==> src/sv/qesm_pkg.sv <==
package qesm_pkg;

  // wheel bookkeeping
  localparam int WHEELS  = 4;
  localparam int WHEEL_W = 2;
  localparam int N_OUT   = (WHEELS < 4) ? WHEELS : 4;

  // field and register widths
  localparam int TIME_W  = 32;
  localparam int SCALE_W = 36;
  localparam int MASK_W  = 4;
  localparam int CFG_W   = 36;
  localparam int CFG_IDX_W = 2;

  // divider: one quotient bit per cycle
  localparam int DIV_STEPS = SCALE_W;
  localparam int DIV_CNT_W = $clog2(DIV_STEPS + 1);

  // register reset values
  localparam logic [TIME_W-1:0]  STALL_TIMEOUT_RST = 32'd100000;
  localparam logic [SCALE_W-1:0] SPEED_SCALE_RST   = 36'd30720000000;
  localparam logic [MASK_W-1:0]  SPEED_MASK_RST    = 4'd0;
  localparam logic [MASK_W-1:0]  DELTA_MASK_RST    = 4'd5;

  // saturation limits
  localparam logic [SCALE_W-1:0] POS_LIMIT = 36'h0_7FFF_FFFF;
  localparam logic [SCALE_W-1:0] NEG_LIMIT = 36'h0_8000_0000;

  typedef enum logic [CFG_IDX_W-1:0] {
    REG_STALL_TIMEOUT = 2'd0,
    REG_SPEED_SCALE   = 2'd1,
    REG_SPEED_MASK    = 2'd2,
    REG_DELTA_MASK    = 2'd3
  } reg_idx_t;

  typedef enum logic {
    OP_EDGE   = 1'b0,
    OP_SAMPLE = 1'b1
  } opcode_t;

  typedef enum logic [1:0] {
    DIR_NONE = 2'd0,
    DIR_FWD  = 2'd1,
    DIR_REV  = 2'd2
  } dir_t;

  typedef enum logic [1:0] {
    ST_IDLE,
    ST_LOAD,
    ST_DIV,
    ST_EMIT
  } state_t;

endpackage

==> src/sv/qesm_div.sv <==
// Restoring unsigned divider, one quotient bit per cycle.
module qesm_div (
  input  logic                           clk,
  input  logic                           rst,
  input  logic                           start,
  input  logic [qesm_pkg::SCALE_W-1:0]   dividend,
  input  logic [qesm_pkg::TIME_W-1:0]    divisor,
  output logic                           done,
  output logic [qesm_pkg::SCALE_W-1:0]   quotient
);

  logic                             busy;
  logic [qesm_pkg::DIV_CNT_W-1:0]   cnt;
  logic [qesm_pkg::TIME_W-1:0]      dvsr;
  logic [qesm_pkg::TIME_W-1:0]      rem;
  logic [qesm_pkg::SCALE_W-1:0]     acc;
  logic [qesm_pkg::TIME_W:0]        shifted;
  logic [qesm_pkg::TIME_W:0]        diff;
  logic                             ge;
  logic [qesm_pkg::TIME_W-1:0]      rem_next;
  logic [qesm_pkg::SCALE_W-1:0]     acc_next;

  always_comb begin
    shifted  = {rem, acc[qesm_pkg::SCALE_W-1]};
    ge       = shifted >= {1'b0, dvsr};
    diff     = shifted - {1'b0, dvsr};
    rem_next = ge ? diff[qesm_pkg::TIME_W-1:0] : shifted[qesm_pkg::TIME_W-1:0];
    acc_next = {acc[qesm_pkg::SCALE_W-2:0], ge};
  end

  always_ff @(posedge clk) begin
    if (rst) begin
      busy <= 1'b0;
      done <= 1'b0;
      cnt  <= '0;
    end else begin
      done <= 1'b0;
      if (start) begin
        busy <= 1'b1;
        cnt  <= '0;
      end else if (busy) begin
        cnt <= cnt + 1'b1;
        if (cnt == qesm_pkg::DIV_CNT_W'(qesm_pkg::DIV_STEPS - 1)) begin
          busy <= 1'b0;
          done <= 1'b1;
        end
      end
    end
  end

  // datapath, no reset needed
  always_ff @(posedge clk) begin
    if (start) begin
      acc  <= dividend;
      rem  <= '0;
      dvsr <= divisor;
    end else if (busy) begin
      acc <= acc_next;
      rem <= rem_next;
    end
  end

  assign quotient = acc;

endmodule

==> src/sv/quad_encoder_speed_meter.sv <==
// Channel   Dir  Handshake           Payload
// in        in   in_valid/in_stall   opcode, wheel, edge_on_b, level_a, level_b, time_us
// out       out  out_valid/out_stall out_wheel, count_delta, speed_q8, last
// cfg       in   cfg_we              cfg_index, cfg_data
//
// An edge transfer updates the wheel state directly; the next item can follow at once.
// A sample runs, for each of the four wheels, a load state, the shared bit-serial
// divider (36 steps of scale / period, then done) and an emit state.
// in_stall is high for the whole sample; the result register lets the next
// wheel's division run while a result waits for out_stall to drop.
// Synchronous reset loads the register defaults and clears all wheel state.
module quad_encoder_speed_meter (
  input  logic                                 clk,
  input  logic                                 rst,
  // item input
  input  logic                                 in_valid,
  output logic                                 in_stall,
  input  logic                                 opcode,
  input  logic [qesm_pkg::WHEEL_W-1:0]         wheel,
  input  logic                                 edge_on_b,
  input  logic                                 level_a,
  input  logic                                 level_b,
  input  logic [qesm_pkg::TIME_W-1:0]          time_us,
  // result output
  output logic                                 out_valid,
  input  logic                                 out_stall,
  output logic [qesm_pkg::WHEEL_W-1:0]         out_wheel,
  output logic signed [31:0]                   count_delta,
  output logic signed [31:0]                   speed_q8,
  output logic                                 last,
  // configuration
  input  logic                                 cfg_we,
  input  logic [qesm_pkg::CFG_IDX_W-1:0]       cfg_index,
  input  logic [qesm_pkg::CFG_W-1:0]           cfg_data
);

  // configuration registers
  logic [qesm_pkg::TIME_W-1:0]  stall_timeout_us;
  logic [qesm_pkg::SCALE_W-1:0] speed_scale;
  logic [qesm_pkg::MASK_W-1:0]  speed_sign_mask;
  logic [qesm_pkg::MASK_W-1:0]  delta_sign_mask;

  // per-wheel state
  logic [31:0]                  position_count   [qesm_pkg::WHEELS];
  logic [31:0]                  sampled_count    [qesm_pkg::WHEELS];
  logic [qesm_pkg::TIME_W-1:0]  last_b_edge_time [qesm_pkg::WHEELS];
  logic [qesm_pkg::TIME_W-1:0]  edge_period      [qesm_pkg::WHEELS];
  qesm_pkg::dir_t               moving_reverse   [qesm_pkg::WHEELS];

  // sequencer
  qesm_pkg::state_t             state, state_next;
  logic [qesm_pkg::WHEEL_W-1:0] idx;
  logic [qesm_pkg::TIME_W-1:0]  sample_time;
  logic [31:0]                  delta_hold;
  logic                         neg_hold;
  logic                         zero_hold;

  // shared addressing and per-wheel reads
  logic [qesm_pkg::WHEEL_W-1:0] addr;
  logic [31:0]                  pos_rd;
  logic [qesm_pkg::TIME_W-1:0]  lastb_rd;
  logic [qesm_pkg::TIME_W-1:0]  per_rd;
  qesm_pkg::dir_t               dir_rd;

  logic                         in_xfer;
  logic                         edge_xfer;
  logic                         sample_xfer;
  logic                         edge_up;
  logic                         wheel_ok;
  logic [qesm_pkg::TIME_W-1:0]  elapsed;
  logic                         stalled;
  logic [qesm_pkg::TIME_W-1:0]  per_eff;
  logic [31:0]                  delta_raw;
  logic                         dir_known;
  logic                         neg_calc;
  logic                         div_start;
  logic                         div_done;
  logic [qesm_pkg::SCALE_W-1:0] quotient;
  logic                         out_free;
  logic                         emit;
  logic [31:0]                  speed_calc;
  logic [qesm_pkg::SCALE_W-1:0] mag_sat;

  assign in_stall    = (state != qesm_pkg::ST_IDLE);
  assign in_xfer     = in_valid && !in_stall;
  assign edge_xfer   = in_xfer && (opcode == qesm_pkg::OP_EDGE);
  assign sample_xfer = in_xfer && (opcode == qesm_pkg::OP_SAMPLE);
  assign wheel_ok    = 32'(wheel) < qesm_pkg::WHEELS;

  // one read address: the edge's wheel when idle, the sample index otherwise
  assign addr     = (state == qesm_pkg::ST_IDLE) ? wheel : idx;
  assign pos_rd   = position_count[addr];
  assign lastb_rd = last_b_edge_time[addr];
  assign per_rd   = edge_period[addr];
  assign dir_rd   = moving_reverse[addr];

  // A edge: unequal levels count up; B edge: equal levels count up
  assign edge_up = edge_on_b ? (level_a == level_b) : (level_a != level_b);

  // stall test and speed sign, evaluated in the load cycle
  always_comb begin
    elapsed   = sample_time - lastb_rd;
    stalled   = elapsed > stall_timeout_us;
    per_eff   = stalled ? '0 : per_rd;
    delta_raw = pos_rd - sampled_count[addr];
    dir_known = (dir_rd == qesm_pkg::DIR_FWD) || (dir_rd == qesm_pkg::DIR_REV);
    neg_calc  = (dir_rd == qesm_pkg::DIR_REV) ^ speed_sign_mask[idx];
  end

  assign div_start = (state == qesm_pkg::ST_LOAD);
  assign out_free  = !out_valid || !out_stall;
  assign emit      = (state == qesm_pkg::ST_EMIT) && out_free;

  qesm_div u_div (
    .clk      (clk),
    .rst      (rst),
    .start    (div_start),
    .dividend (speed_scale),
    .divisor  (per_eff),
    .done     (div_done),
    .quotient (quotient)
  );

  // saturate the magnitude, then apply the sign
  always_comb begin
    if (neg_hold) begin
      mag_sat = (quotient > qesm_pkg::NEG_LIMIT) ? qesm_pkg::NEG_LIMIT : quotient;
    end else begin
      mag_sat = (quotient > qesm_pkg::POS_LIMIT) ? qesm_pkg::POS_LIMIT : quotient;
    end
    if (zero_hold) begin
      speed_calc = '0;
    end else if (neg_hold) begin
      speed_calc = 32'd0 - mag_sat[31:0];
    end else begin
      speed_calc = mag_sat[31:0];
    end
  end

  // sequencer
  always_ff @(posedge clk) begin
    if (rst) begin
      state <= qesm_pkg::ST_IDLE;
    end else begin
      state <= state_next;
    end
  end

  always_comb begin
    state_next = state;
    unique case (state)
      qesm_pkg::ST_IDLE: begin
        if (sample_xfer) state_next = qesm_pkg::ST_LOAD;
      end
      qesm_pkg::ST_LOAD: begin
        state_next = qesm_pkg::ST_DIV;
      end
      qesm_pkg::ST_DIV: begin
        if (div_done) state_next = qesm_pkg::ST_EMIT;
      end
      qesm_pkg::ST_EMIT: begin
        if (out_free) begin
          if (32'(idx) == qesm_pkg::N_OUT - 1) state_next = qesm_pkg::ST_IDLE;
          else state_next = qesm_pkg::ST_LOAD;
        end
      end
      default: state_next = qesm_pkg::ST_IDLE;
    endcase
  end

  always_ff @(posedge clk) begin
    if (rst) begin
      idx <= '0;
    end else if (sample_xfer) begin
      idx <= '0;
    end else if (emit) begin
      idx <= idx + 1'b1;
    end
  end

  // per-wheel working values
  always_ff @(posedge clk) begin
    if (sample_xfer) sample_time <= time_us;
    if (state == qesm_pkg::ST_LOAD) begin
      delta_hold <= delta_sign_mask[idx] ? (32'd0 - delta_raw) : delta_raw;
      neg_hold   <= neg_calc;
      zero_hold  <= (per_eff == '0) || !dir_known;
    end
  end

  // configuration registers
  always_ff @(posedge clk) begin
    if (rst) begin
      stall_timeout_us <= qesm_pkg::STALL_TIMEOUT_RST;
      speed_scale      <= qesm_pkg::SPEED_SCALE_RST;
      speed_sign_mask  <= qesm_pkg::SPEED_MASK_RST;
      delta_sign_mask  <= qesm_pkg::DELTA_MASK_RST;
    end else if (cfg_we) begin
      unique case (qesm_pkg::reg_idx_t'(cfg_index))
        qesm_pkg::REG_STALL_TIMEOUT: stall_timeout_us <= cfg_data[qesm_pkg::TIME_W-1:0];
        qesm_pkg::REG_SPEED_SCALE:   speed_scale      <= cfg_data[qesm_pkg::SCALE_W-1:0];
        qesm_pkg::REG_SPEED_MASK:    speed_sign_mask  <= cfg_data[qesm_pkg::MASK_W-1:0];
        qesm_pkg::REG_DELTA_MASK:    delta_sign_mask  <= cfg_data[qesm_pkg::MASK_W-1:0];
        default: ;
      endcase
    end
  end

  // wheel state: edges update it when idle, samples clear stale periods
  // and snapshot the count
  always_ff @(posedge clk) begin
    if (rst) begin
      for (int i = 0; i < qesm_pkg::WHEELS; i++) begin
        position_count[i]   <= '0;
        sampled_count[i]    <= '0;
        last_b_edge_time[i] <= '0;
        edge_period[i]      <= '0;
        moving_reverse[i]   <= qesm_pkg::DIR_NONE;
      end
    end else if (edge_xfer && wheel_ok) begin
      if (edge_on_b) begin
        edge_period[addr]      <= time_us - lastb_rd;
        last_b_edge_time[addr] <= time_us;
      end
      if (edge_up) begin
        position_count[addr] <= pos_rd + 32'd1;
        moving_reverse[addr] <= qesm_pkg::DIR_FWD;
      end else begin
        position_count[addr] <= pos_rd - 32'd1;
        moving_reverse[addr] <= qesm_pkg::DIR_REV;
      end
    end else if (state == qesm_pkg::ST_LOAD) begin
      if (stalled) edge_period[addr] <= '0;
      sampled_count[addr] <= pos_rd;
    end
  end

  // result register
  always_ff @(posedge clk) begin
    if (rst) begin
      out_valid <= 1'b0;
    end else if (emit) begin
      out_valid <= 1'b1;
    end else if (!out_stall) begin
      out_valid <= 1'b0;
    end
  end

  always_ff @(posedge clk) begin
    if (emit) begin
      out_wheel   <= idx;
      count_delta <= delta_hold;
      speed_q8    <= speed_calc;
      last        <= (32'(idx) == qesm_pkg::N_OUT - 1);
    end
  end

endmodule

==> config.mk <==
export PLATFORM = sky130hd
export DESIGN_NAME = quad_encoder_speed_meter
export DESIGN_NICKNAME = d
export VERILOG_FILES = /design/src/sv/qesm_pkg.sv /design/src/sv/qesm_div.sv /design/src/sv/quad_encoder_speed_meter.sv
export SDC_FILE = /design/constraint.sdc
export NUM_CORES = 2
export LEC_CHECK = 0
export ABC_AREA = 1
export BUFFER_PORTS_ARGS = -buffer_cell sky130_fd_sc_hd__buf_2
export CAP_MARGIN = 25
export CORE_MARGIN = 1
export CORE_UTILIZATION = 30
export DETAILED_ROUTE_END_ITERATION = 16
export GPL_TIMING_DRIVEN = 0
export MAX_ROUTING_LAYER = met4
export SYNTH_ARGS = -nofsm -noshare
export SYNTH_HDL_FRONTEND = slang
export SYNTH_HIERARCHICAL = 1
export SYNTH_SLANG_ARGS = --single-unit
==> constraint.sdc <==
create_clock -name clk -period 7.2 [get_ports clk]
set_input_delay 1.8 -clock clk [delete_from_list [all_inputs] [get_ports clk]]
set_output_delay 1.8 -clock clk [all_outputs]
set_load 0.01 [all_outputs]
---- Word level (Yosys, flattened, before mapping) ----
Memories as Yosys holds them, arrays and structs flattened.
Index checks and enable logic that the tools add are counted.
word-level totals
  register bits ........................... 322
  bits in latches ......................... 0
  RAM bits ................................ 520
  bits in read-only memories .............. 0
  input port bits ......................... 81
  output and inout port bits .............. 69
  word-level logic and storage cells ...... 159
  memories kept ........................... 5
cells by class
  add/subtract/negate cells ............... 10
  multiply operators ...................... 0
  divide/modulo/power cells ............... 0
  magnitude comparators ................... 5
  eq/ne operators ......................... 16
  shifts and indexed selects .............. 0
  multiplexer cells ....................... 67
  bitwise logic cells ..................... 6
  reductions and logical operators ........ 29
memory list
  name              words  width  rd ports  clocked after memory_dff  write ports  RTL line                        RTL
  edge_period       4      32     1         0                         4            quad_encoder_speed_meter.sv:47  logic [qesm_pkg::TIME_W-1:0] edge_period [qesm_pkg::WHEELS];
  last_b_edge_time  4      32     1         0                         4            quad_encoder_speed_meter.sv:46  logic [qesm_pkg::TIME_W-1:0] last_b_edge_time [qesm_pkg::WHEELS];
  position_count    4      32     1         0                         4            quad_encoder_speed_meter.sv:44  logic [31:0] position_count [qesm_pkg::WHEELS];
  sampled_count     4      32     1         0                         4            quad_encoder_speed_meter.sv:45  logic [31:0] sampled_count [qesm_pkg::WHEELS];
  moving_reverse    4      2      1         0                         4            quad_encoder_speed_meter.sv:48  qesm_pkg::dir_t moving_reverse [qesm_pkg::WHEELS];
operator list
  kind                                                  number
  2-to-1 mux 32 bit                                     13
  OR reduction 32 bit                                   4
  subtractor 32 bit                                     4
  2-to-1 mux 36 bit                                     2
  subtractor 1 x 32 -> 32 bit, first input constant     2
  2-to-1 mux 1 bit                                      38
  > comparator 36 x 31 -> 1 bit, second input constant  1
  > comparator 36 x 32 -> 1 bit, second input constant  1
  greater-or-equal comparator 33 x 32 -> 1 bit          1
  adder 32 x 1 -> 32 bit, second input constant         1
  > comparator 32 bit                                   1
  zero test 32 bit                                      1
  subtractor 32 x 1 -> 32 bit, second input constant    1
  2-to-1 mux 2 bit                                      11
  equality test 2 bit, second input constant            6
  one-hot mux 2 bit (4 select lines)                    1
  AND reduction 2 bit                                   4
  adder 6 x 1 -> 6 bit, second input constant           1
  equality test 2 x 1 -> 1 bit, second input constant   3
  equality test 6 bit, second input constant            1
  OR reduction 2 bit                                    3
  binary-select mux 1 bit (select 2 bit)                2
  logical AND 1 bit                                     4
  zero test 1 bit                                       4
  14 further kinds                                      23

---- Logic depth before layout (Yosys ltp) ----
An unclocked memory read counts as a cell.
  word-level depth ........................ 13
  depth in mapped cells ................... 39
  gate-level depth less buffers ........... 34

---- By module ----
The synthesis kept the hierarchy.
by module, submodules not included
  module                    instances  cells each  area each (um^2)  seq. area each (um^2)
  quad_encoder_speed_meter  1          4736        40679.0           21230.4
  qesm_div                  1          987         6884.1            2842.7

---- Worst setup path before layout ----
OpenSTA, ideal clock, no wires.
  path kind ............................... input to register
  start ................................... input port wheel[0] (netlist name)
  end ..................................... memory edge_period[2][0] (netlist name) (enable)
  library setup time ...................... 0.389 ns
  data arrival time ....................... 6.942 ns
  required time ........................... 6.811 ns
  slack ................................... -0.132 ns
  stages .................................. 32
  path buffers ............................ 5
  path through ............................ inv_1 -> nand2_1 -> nand2_2 -> buf_2 -> buf_2 -> buf_1 -> clkbuf_1 -> nand2_1 -> a32o_1 -> ha_1 -> a21oi_1 -> o21a_1 -> a21boi_0 -> nor2_1 -> a211oi_1 -> nand2_1 -> nand2_1 -> nand2_1 -> ha_1 -> nand2_1 -> nor2_1 -> nand4_1 -> o21ba_2 -> nor2_1 -> nand2_1 -> nand2_1 -> o21ai_2 -> nand2_1 -> nor2_1 -> inv_1 -> clkbuf_1 -> nand2_1
RTL lines
  what                RTL line                        RTL
  start: declaration  quad_encoder_speed_meter.sv:19  input logic [qesm_pkg::WHEEL_W-1:0] wheel,
  end: declaration    quad_encoder_speed_meter.sv:47

==> metrics.yaml <==
synth.net_count: 6006
fmax_mhz: 144
synthArstFlopShare: 0
place.detailed.hpwl_mm: 118
final_util: 0.351
cts_buffers: 93
synthCells: 5723
period_minus_slack_ns: 6.94
rows: 145
critPathLaunchType: "input port"
critPathMaxFanout: 12
htreeDepth: 3
yosys.area.top_type_share: 0.455
skew_ns: 0.0381
cpPeakStageDelay_ns: 0.54
finalWirelength_mm: 155
crit_type: "input port to flip-flop"
cp.required_ns: 7.61
drc: 0
slew_violations: 0
crit_path_frequent_cell: "nand2_1"
ctsHoldBuffers: 0
seq_area_um2: 24100
dieArea_um2: 160000
globalRouteTotalUtil: 0.196
synth_area_leaders: "edfxtp_1 (46%), nand2_1 (11%), nor2_1 (7.1%)"
drive_gt1_frac: 0.0865
synth.largest_area_cell: "edfxtp_1"
synth_area_um2: 47600
ys_warn_count: 6
synth_edf_count: 721
synth-seq-cells: 842
clk_path_buf_depth: 3
synth_cell_types: 62
status: "finished clean"
worst_setup_path_end_kind: "flip-flop"
ys.flop_type: "edfxtp_1"
setup_viol: 0
cp_data_arrival_time_ns: 7.35
hold_path.class: "flip-flop to flip-flop"
grt_max_degree: 61
grt_overflow: 0
synthToLayoutAreaGrowth_pct: 15.7
multiInputGateArea_um2: 20500
seq_area_frac_synth: 0.506
grt_pass1_vias: 38600
firstDrtPassIters: 6
initial_utilization: 0.303
drt_iter0_drc: 3684
crit_slowest_cell: "clkbuf_1"
max_slew_margin: 0.350
whs_ns: 0.417
insertion_delay_ns: 0.73
ant_nets: 0
cts_tree: "built"
syn_area_per_cell_um2: 8.31
finish.net_count: 6293
clockRootBuffer: "clkbuf_16"
io_pins: 150
tightest_slew_ns: 0.972
cts_sinks: 842
nFillCells: 16300
cp_num_buf_inv: 8
die_x_um: 400
vdd_ir_drop_max_mv: 0.278
path_clk_slew_ns: 0.06
p_leak_nw: 23.2
antenna_found_initial: 7
core_um2: 157000
port_buffers: 149
power_density_nw_per_um2: 486
fin_crit_sh: 0.964
cp_top_family: "compound AO/OA/AOI/OAI gates"
final_hold_viol_count: 0
wire_per_inst_um: 19.0
gp_congestion: 0.945
grt_pass1_wl_mm: 232
fp.dieH_um: 400
drv_cap: 0
vias: 40500
vias_per_cell: 4.97
==> cells in the mapped netlist, drive strengths merged (3+ instances only) <==
library cell,n
nor3,51
fa,5
o21ai,385
a21boi,3
o221ai,3
o31ai,5
nand3b,40
o22ai,36
a32o,60
o21a,15
clkbuf,119
nand2,1450
nand4,46
and3,4
clkinv,3
a211oi,7
o211ai,10
a21o,5
dfxtp,121
edfxtp,721
inv,647
and2,5
buf,87
nor2,913
a21oi,383
nand3,225
xnor2,46
nor3b,5
or2,6
xor2,52
o21bai,42
a31oi,15
ha,197
==> cell families after synthesis <==
group,count (synthesis),share of synthesized area
buffers and inverters,856,0.0695
adder cells (fa/ha/maj),202,0.0539
flip-flops,842,0.506
AND/OR/NAND/NOR,2747,0.234
XOR/XNOR,98,0.0189
AO/OA/AOI/OAI,978,0.117
==> sequential cells by signal (all words and copies together) (netlist names), 36 cells and up <==
register,flops
sampled_count,128
u_div/quotient,36
speed_scale,36
edge_period,128
last_b_edge_time,128
position_count,128
==> placed cells by master, fill, tap and decap left out, types with 8 or more instances in the layout <==
cell type	Yosys	final
nand4_1	46	46
o22ai_1	36	35
xnor2_1	42	42
buf_2	55	188
nand3_1	222	222
a32o_1	60	60
nand2_4	2	8
o21ai_0	346	343
buf_1	29	22
nor2_1	898	894
o21bai_1	42	42
buf_8	0	11
nor2_2	14	17
nor3_1	47	46
dfxtp_1	121	120
o21a_1	15	15
o21ai_1	31	33
o211ai_1	10	10
clkbuf_1	119	126
buf_6	3	17
nand2_1	1426	1414
clkbuf_16	0	99
a31oi_1	15	15
ha_1	197	196
buf_12	0	9
nand2_2	22	29
clkinv_2	0	12
clkinv_1	3	12
inv_1	633	631
buf_4	0	26
edfxtp_1	721	721
a21oi_1	380	377
xor2_1	52	52
inv_2	14	14
nand3b_1	40	40
==> what timing repair did <==
action / in CTS / in global routing
buffers inserted: 8 / 16
pin swaps: 1 / 7
cloned: 3 / 1
setup endpoints to repair: 255 / 247
resized for setup: 69 / 47
==> cell type report <==
class                      instances  area share
tap                             2058      0.0468
sequential                       842       0.438
inverter                         650      0.0444
buffer                           199      0.0188
antenna                            6    0.000273
timing repair buffer             195      0.0247
clock buffer                     128      0.0477
clock inverter                    39     0.00764
multi-input combinational       4029       0.372
==> routing by layer <==
layer  GRT usage  up-vias  part of all wire
met3      0.0208      272             0.060
met2       0.317     1279              0.47
met5           -        -                 0
met4      0.0798        0             0.038
li1            -    19700                 -
met1       0.248    19200              0.43
==> path summary, 6_finish.rpt <==
kind / endpoint / cells past startpoint / slack, ns / start
setup reg to reg: edge_period[2][9]$_SDFFCE_PN0P_ / 33 / 0.43 / state[1]$_SDFFE_PP0P_
hold / removal: count_delta[7]$_DFFE_PP_ / 0 / 0.42 / delta_hold[7]$_DFFE_PP_
setup / recovery: edge_period[2][9]$_SDFFCE_PN0P_ / 32 / 0.26 / wheel[0]
hold reg to reg: count_delta[7]$_DFFE_PP_ / 0 / 0.42 / delta_hold[7]$_DFFE_PP_
==> power breakdown <==
group | leakage, nW | internal, W | switching, W
registers | 8.23 | 0.00649 | 0.000308
clock network | 1.49 | 0.00278 | 0.00207
logic | 13.5 | 0.00449 | 0.0106
==> through the flow <==
step | setup slack (ns) | cells | power [W] | area [µm²] | setup TNS (ns)
6_report | 0.260 | 8146 | 0.0268 | 55000 | 0
4_1_cts | 0.00588 | 8125 | 0.0266 | 54700 | 0
5_1_grt | -0.0307 | 8143 | 0.0287 | 55000 | -0.249
3_3_place_gp | -3.43 | 7930 | 0.0215 | 50900 | -834.66
3_5_place_dp | -3.04 | 7951 | 0.0216 | 51400 | -624.90
2_1_floorplan | 0.0645 | 5723 | 0.0167 | 47600 | 0
==> worst register-to-register path, delay by kind of cell (launching register included) <==
kind                       cells  cell delay, ns
DFF                            1            0.36
buffers and inverters          8            1.62
adders and majority gates      3            1.03
AOI/OAI and AO/OA              8            1.65
xor gates and xnor gates       1            0.21
and+or+nand+nor               13            1.61
No activity file was read; power rests on OpenSTA's default activity.
